[config.mk]
export PLATFORM = sky130hd
export DESIGN_NAME = msar_ctrl
export DESIGN_NICKNAME = d
export VERILOG_FILES = /design/src/msar_pkg.sv /design/src/msar_ctrl.sv
export SDC_FILE = /design/constraint.sdc
export NUM_CORES = 1
export LEC_CHECK = 0
export BUFFER_PORTS_ARGS = -buffer_cell sky130_fd_sc_hd__buf_2
export CAP_MARGIN = 20
export CORE_AREA = 3 3 40 42
export DETAILED_ROUTE_END_ITERATION = 12
export DIE_AREA = 0 0 43 45
export PLACE_DENSITY = 0.5
export SYNTH_ARGS = -nofsm -noshare
export SYNTH_HDL_FRONTEND = slang
export SYNTH_SLANG_ARGS = --single-unit
[constraint.sdc]
create_clock -name i_clk -period 0.9 [get_ports i_clk]
set_input_delay 0.09 -clock i_clk [delete_from_list [all_inputs] [get_ports i_clk]]
set_output_delay 0.09 -clock i_clk [all_outputs]
set_load 0.01 [all_outputs]
[src/msar_pkg.sv]
// Shared types, constants and helpers for the mid-side allpass reverb.
`default_nettype none
package msar_pkg;
    localparam int STAGES      = 8;
    localparam int CHAINS      = 2;
    localparam int MAX_DELAY   = 8192;
    localparam int SAMPLE_BITS = 24;
    localparam int REG_COUNT   = 8;
    localparam int SLOTS       = CHAINS * STAGES;
    localparam int SLOT_BITS   = $clog2(SLOTS);
    localparam int POS_BITS    = $clog2(MAX_DELAY);
    localparam int ADDR_BITS   = SLOT_BITS + POS_BITS;
    localparam int DEPTH       = SLOTS * MAX_DELAY;
    localparam int STAGE_BITS  = $clog2(STAGES);
    localparam int PADDR_BITS  = 6;

    typedef logic signed [SAMPLE_BITS-1:0] t_sample;

    localparam logic signed [SAMPLE_BITS+1:0] SMAX =
        {3'b000, {(SAMPLE_BITS-1){1'b1}}};
    localparam logic signed [SAMPLE_BITS+1:0] SMIN =
        {3'b111, {(SAMPLE_BITS-1){1'b0}}};

    typedef enum logic [2:0] {
        ST_CLEAR, ST_IDLE, ST_FETCH, ST_READ, ST_MUL1, ST_MUL2, ST_OUT
    } t_state;

    typedef struct packed {
        logic clear_step;
        logic load;
        logic read;
        logic mul1;
        logic mul2;
        logic emit;
    } t_cmd;

    typedef struct packed {
        logic clear_done;
        logic last_slot;
    } t_status;

    function automatic t_sample sat(input logic signed [SAMPLE_BITS+1:0] v);
        if (v > SMAX) return SMAX[SAMPLE_BITS-1:0];
        if (v < SMIN) return SMIN[SAMPLE_BITS-1:0];
        return v[SAMPLE_BITS-1:0];
    endfunction
endpackage
`default_nettype wire

[src/msar_ctrl.sv]
// Sequencer for clearing, per-stage steps and result hand-off.
`default_nettype none
module msar_ctrl (
    input  wire logic            i_clk,
    input  wire logic            i_rst_n,
    input  wire logic            i_in_valid,
    output logic                 o_in_ready,
    output logic                 o_out_valid,
    input  wire logic            i_out_ready,
    input  wire msar_pkg::t_status i_status,
    output msar_pkg::t_cmd       o_cmd
);
    msar_pkg::t_state r_state, n_state;
    logic r_out_valid, n_out_valid;

    always_ff @(posedge i_clk) begin
        if (!i_rst_n) begin
            r_state     <= msar_pkg::ST_CLEAR;
            r_out_valid <= 1'b0;
        end else begin
            r_state     <= n_state;
            r_out_valid <= n_out_valid;
        end
    end

    always_comb begin
        n_state = r_state;
        case (r_state)
            msar_pkg::ST_CLEAR: if (i_status.clear_done) n_state = msar_pkg::ST_IDLE;
            msar_pkg::ST_IDLE:  if (i_in_valid && !r_out_valid) n_state = msar_pkg::ST_READ;
            msar_pkg::ST_FETCH: n_state = msar_pkg::ST_READ;
            msar_pkg::ST_READ:  n_state = msar_pkg::ST_MUL1;
            msar_pkg::ST_MUL1:  n_state = msar_pkg::ST_MUL2;
            msar_pkg::ST_MUL2: begin
                if (i_status.last_slot) n_state = msar_pkg::ST_OUT;
                else n_state = msar_pkg::ST_FETCH;
            end
            msar_pkg::ST_OUT:   n_state = msar_pkg::ST_IDLE;
            default:            n_state = msar_pkg::ST_CLEAR;
        endcase
    end

    always_comb begin
        o_cmd = '0;
        o_in_ready = 1'b0;
        n_out_valid = r_out_valid && !i_out_ready;
        case (r_state)
            msar_pkg::ST_CLEAR: o_cmd.clear_step = 1'b1;
            msar_pkg::ST_IDLE: begin
                o_in_ready = !r_out_valid;
                o_cmd.load = i_in_valid && !r_out_valid;
            end
            msar_pkg::ST_READ: o_cmd.read = 1'b1;
            msar_pkg::ST_MUL1: o_cmd.mul1 = 1'b1;
            msar_pkg::ST_MUL2: o_cmd.mul2 = 1'b1;
            msar_pkg::ST_OUT: begin
                o_cmd.emit = 1'b1;
                n_out_valid = 1'b1;
            end
            default: o_cmd = '0;
        endcase
    end

    assign o_out_valid = r_out_valid;
endmodule
`default_nettype wire

### Word-level counts from Yosys, hierarchy flattened

Cells that the tools add are included.

* word-level logic and storage cells: 28
* output and inout bits: 8
* memories: 0
* bits in read-only memories: 0
* flip-flop bits (word level): 4
* bits of input ports: 6
* bits in latches: 0
* memory bits (writable): 0

* divide/modulo/power cells: 0
* shifts and indexed selects: 0
* multiply operators: 0
* add/sub/neg operators: 0
* bitwise gates (word level): 0
* order comparisons: 0
* equality and inequality tests: 8
* reduce and logical (&&, ||, !) cells: 6
* multiplexer cells: 12

Operators with widths (count)
* one-hot mux 3 bit (7 select lines): 1
* == test 3 bit, second input constant: 3
* two-way mux 3 bit: 3
* two-way mux 1 bit: 8
* == test 3 x 2 -> 1 bit, second input constant: 2
* != test 2 bit, second input constant: 2
* == test 3 x 1 -> 1 bit, second input constant: 1
* logical NOT 3 bit: 1
* logical AND 1 bit: 2
* logical NOT 1 bit: 2
* AND reduction 2 bit: 1

### Logic depth before layout (Yosys ltp)

* word-level depth: 4
* gate-level depth with buffers: 3

### Least setup slack after synthesis

Ideal clock, no wire load.

* kind: reg-to-output
* start point: register r_state[1]
* end point: output port o_cmd[4] (netlist bit)
* stages on the path, launching flop included: 4
* slack: -0.126 ns
* arrival: 0.936 ns
* buffers on the path: 0
* data required time: 0.810 ns
* cells stage by stage: dfxtp_1 > nand2b_1 > nor3_2 > and2_1

RTL lines
* from (decl): RTL line msar_ctrl.sv:13 `msar_pkg::t_state r_state, n_state;`
* from (signal assigned): RTL line msar_ctrl.sv:18 `r_state <= msar_pkg::ST_CLEAR;`
* from (signal assigned): RTL line msar_ctrl.sv:21 `r_state <= n_state;`
* to (decl): RTL line msar_ctrl.sv:11 `output msar_pkg::t_cmd o_cmd`

==> flow_summary.ini <==
[yosys]
synth.area.mux_share_pct = 0
syn_nets = 33
synth_compound_area_share_pct = 16.0
ys_types = 16
synth_cells = 27
postSynthAreaPerCell_sq_um = 8.11
synth_area_sq_um = 219
synth_top_family_by_area = simple AND/OR/NAND/NOR gates
synth_seq_cells = 4
synth_fa_ha_area_share_pct = 0
yosys.area.top_type_share_pct = 36.6
yosysTopAreaCell = dfxtp_1
yosys_warnings = 0
seq_area_frac_synth_pct = 36.6
yosys.area_share.xor_xnor_pct = 0
synthTopCellsByArea = dfxtp_1 (37%), o21a_1 (10%), nor3_1 (9.1%)
synth_simple_gate_area_share_pct = 42.3

[critical_path]
r2r_slack_ns = -0.02
reg2regPathDepth = 4
required_ns = 0.81
critPathLaunchType = register
r2r-start = r_state[0]
worstPathMaxFanout = 4
crit_arrival_ns = 1.07
critical_path_class = register to output port
rr_endpoint = r_state[2]
setup.worst_path.end_class = output port

[timing]
final_max_slew_viol_count = 0
fin_ws_ns = -0.255
period_share_pct = 128
skew_ns = 0.00178
setup_viol = 10
fin_hold_ws_ns = 0.114
relSlewSlack_pct = 85.4
final_hold_viol_count = 0
fin_crit_ns = 1.16
rsz0062_at_grt = yes
worst_pin_slew_ns = 0.217
max_freq_ghz = 0.866

[global_route]
grt_pass1_vias = 270
grt_max_degree = 7
track_usage_pct = 8.42
antenna_found_initial = 0
grt_first_pass_wirelength_um = 1080
grt-ovfl-total = 0

[route]
routedWlPerCell_um = 9.99
drt_first_pass_iters = 2
wl_um = 669
drt_iter0_drc = 1
final_antenna_net_count = 0
vias_per_cell = 4.25
vias = 285
drc = 0

[worst_hold_path]
min_path_cells = 2
hp-class = input pin to register
whs_endpoint = r_state[2]
hold_start = i_rst_n

[clocking]
htree_levels = 1
ctsHoldBuffers = 0
clock_sinks = 4
clk_latency_ns = 0.24
cts_buffers = 3
clk_path_buf_depth = 2
cts_root_buf = clkbuf_4
path_clk_slew_ns = 0.03
cts_tree = built

[job]
cap_violations = 0

[status]
status = complete, but fails checks
violations = negative setup slack

[floorplan]
fp-row-count = 13
core_sq_mm = 0.00128
io_pins = 14
initial_utilization_pct = 17.0
dieHeight_um = 45
die_area_sq_mm = 0.00194
die_w_um = 43

[placement]
gp_congestion = 0.681
portBuffers = 13
place_ws_ns = -0.0713
dp.cells = 62
place_hpwl_um = 473

[cells_and_area]
n_antenna_cell = 0
layout-drive-gt1-share_pct = 78.8
fillers = 138
syn_to_final_growth_pct = 125
layoutNonFillerInstCount = 67
num-nets-final = 60

[power]
ir_drop_v = 0.000545
finalPower_w = 0.000645
p_per_area_mw_per_mm2 = 1310
power.leakage_nw = 0.224
## through the flow
stage                     util, %  cell area [sq um]  TNS [ns]
after floorplan                 -                240   -0.0925
after global placement       29.3                377    -0.174
after detailed placement     29.3                377    -0.178
after CTS                    35.9                462     -1.52
after global routing         38.4                493     -1.97
final                        38.4                493     -1.43
## flip-flops by register name, summed over array words and instances, names as in the netlist
register and flops:
r_state 3, o_out_valid 1
## how the worst max path moves through the flow
stage | slack [ns] | start | cells after the start | end
floorplan | -0.06 | r_state[1] | 3 | o_cmd[4]
global placement | -0.06 | r_state[0] | 4 | o_cmd[4]
detailed placement | -0.07 | r_state[1] | 4 | o_cmd[4]
CTS | -0.27 | r_state[1] | 4 | o_cmd[4]
global route | -0.32 | r_state[1] | 4 | o_cmd[4]
finish | -0.26 | r_state[1] | 4 | o_cmd[4]
## critical path, stage by stage, from the launching register on
cell and delay (ns):
dfxtp_2 0.32, nand2b_4 0.15, nor3_4 0.11, and2_4 0.16, buf_6 0.09
## layer usage
layer,GRT usage [%],up-vias,routed length [um]
li1,-,147,-
met1,7.97,128,262
met2,12.9,8,341
met3,5.18,2,44
met4,7.23,0,21
met5,0,-,0
## synth_stat cells, drive strengths merged
master / number
nor3: 5
dfxtp: 4
inv: 3
o21a: 3
and2: 2
nor2: 2
nor2b: 2
a21oi: 1
and3: 1
nand2b: 1
nand3: 1
nor4: 1
o31ai: 1
## timing repair
action,4_1_cts,5_1_grt
pin swaps,6,3
setup endpoints to repair,10,12
gates resized for setup,11,6
gates cloned,0,0
buffers inserted,2,0
## cells by family after synthesis
logic type             count (synthesis)
AO/OA/AOI/OAI                          5
buffers and inverters                  3
flip-flops                             4
AND/OR/NAND/NOR                       15
## cell type report
| cell class | instances | area, sq um | area share [%] |
|---|---|---|---|
| Multi-Input combinational cell | 20 | 191 | 38.8 |
| Timing Repair Buffer | 22 | 156 | 31.7 |
| Sequential cell | 4 | 90.1 | 18.3 |
| Clock buffer | 3 | 22.5 | 4.57 |
| Tap cell | 15 | 18.8 | 3.81 |
| Inverter | 3 | 13.8 | 2.79 |
## cell usage in the layout (no fill, tap or decap), drive strengths merged
cell type  synthesis  final
and2               2      2
and3               1      1
o31ai              1      1
buf                0     22
nand3              1      1
nor4               1      1
a21oi              1      1
nand2b             1      1
clkbuf             0      3
dfxtp              4      4
nor2               2      2
nor3               5      5
inv                3      3
nor2b              2      2
o21a               3      3
## report_power, final
part	total, W	leakage (nW)	switching, W	internal (W)
sequential	0.000209	0.0349	0.0000194	0.000189
clock	0.000225	0.0138	0.0000758	0.000149
combinational	0.000211	0.175	0.0000848	0.000126
(Power assumes the default switching activity.)
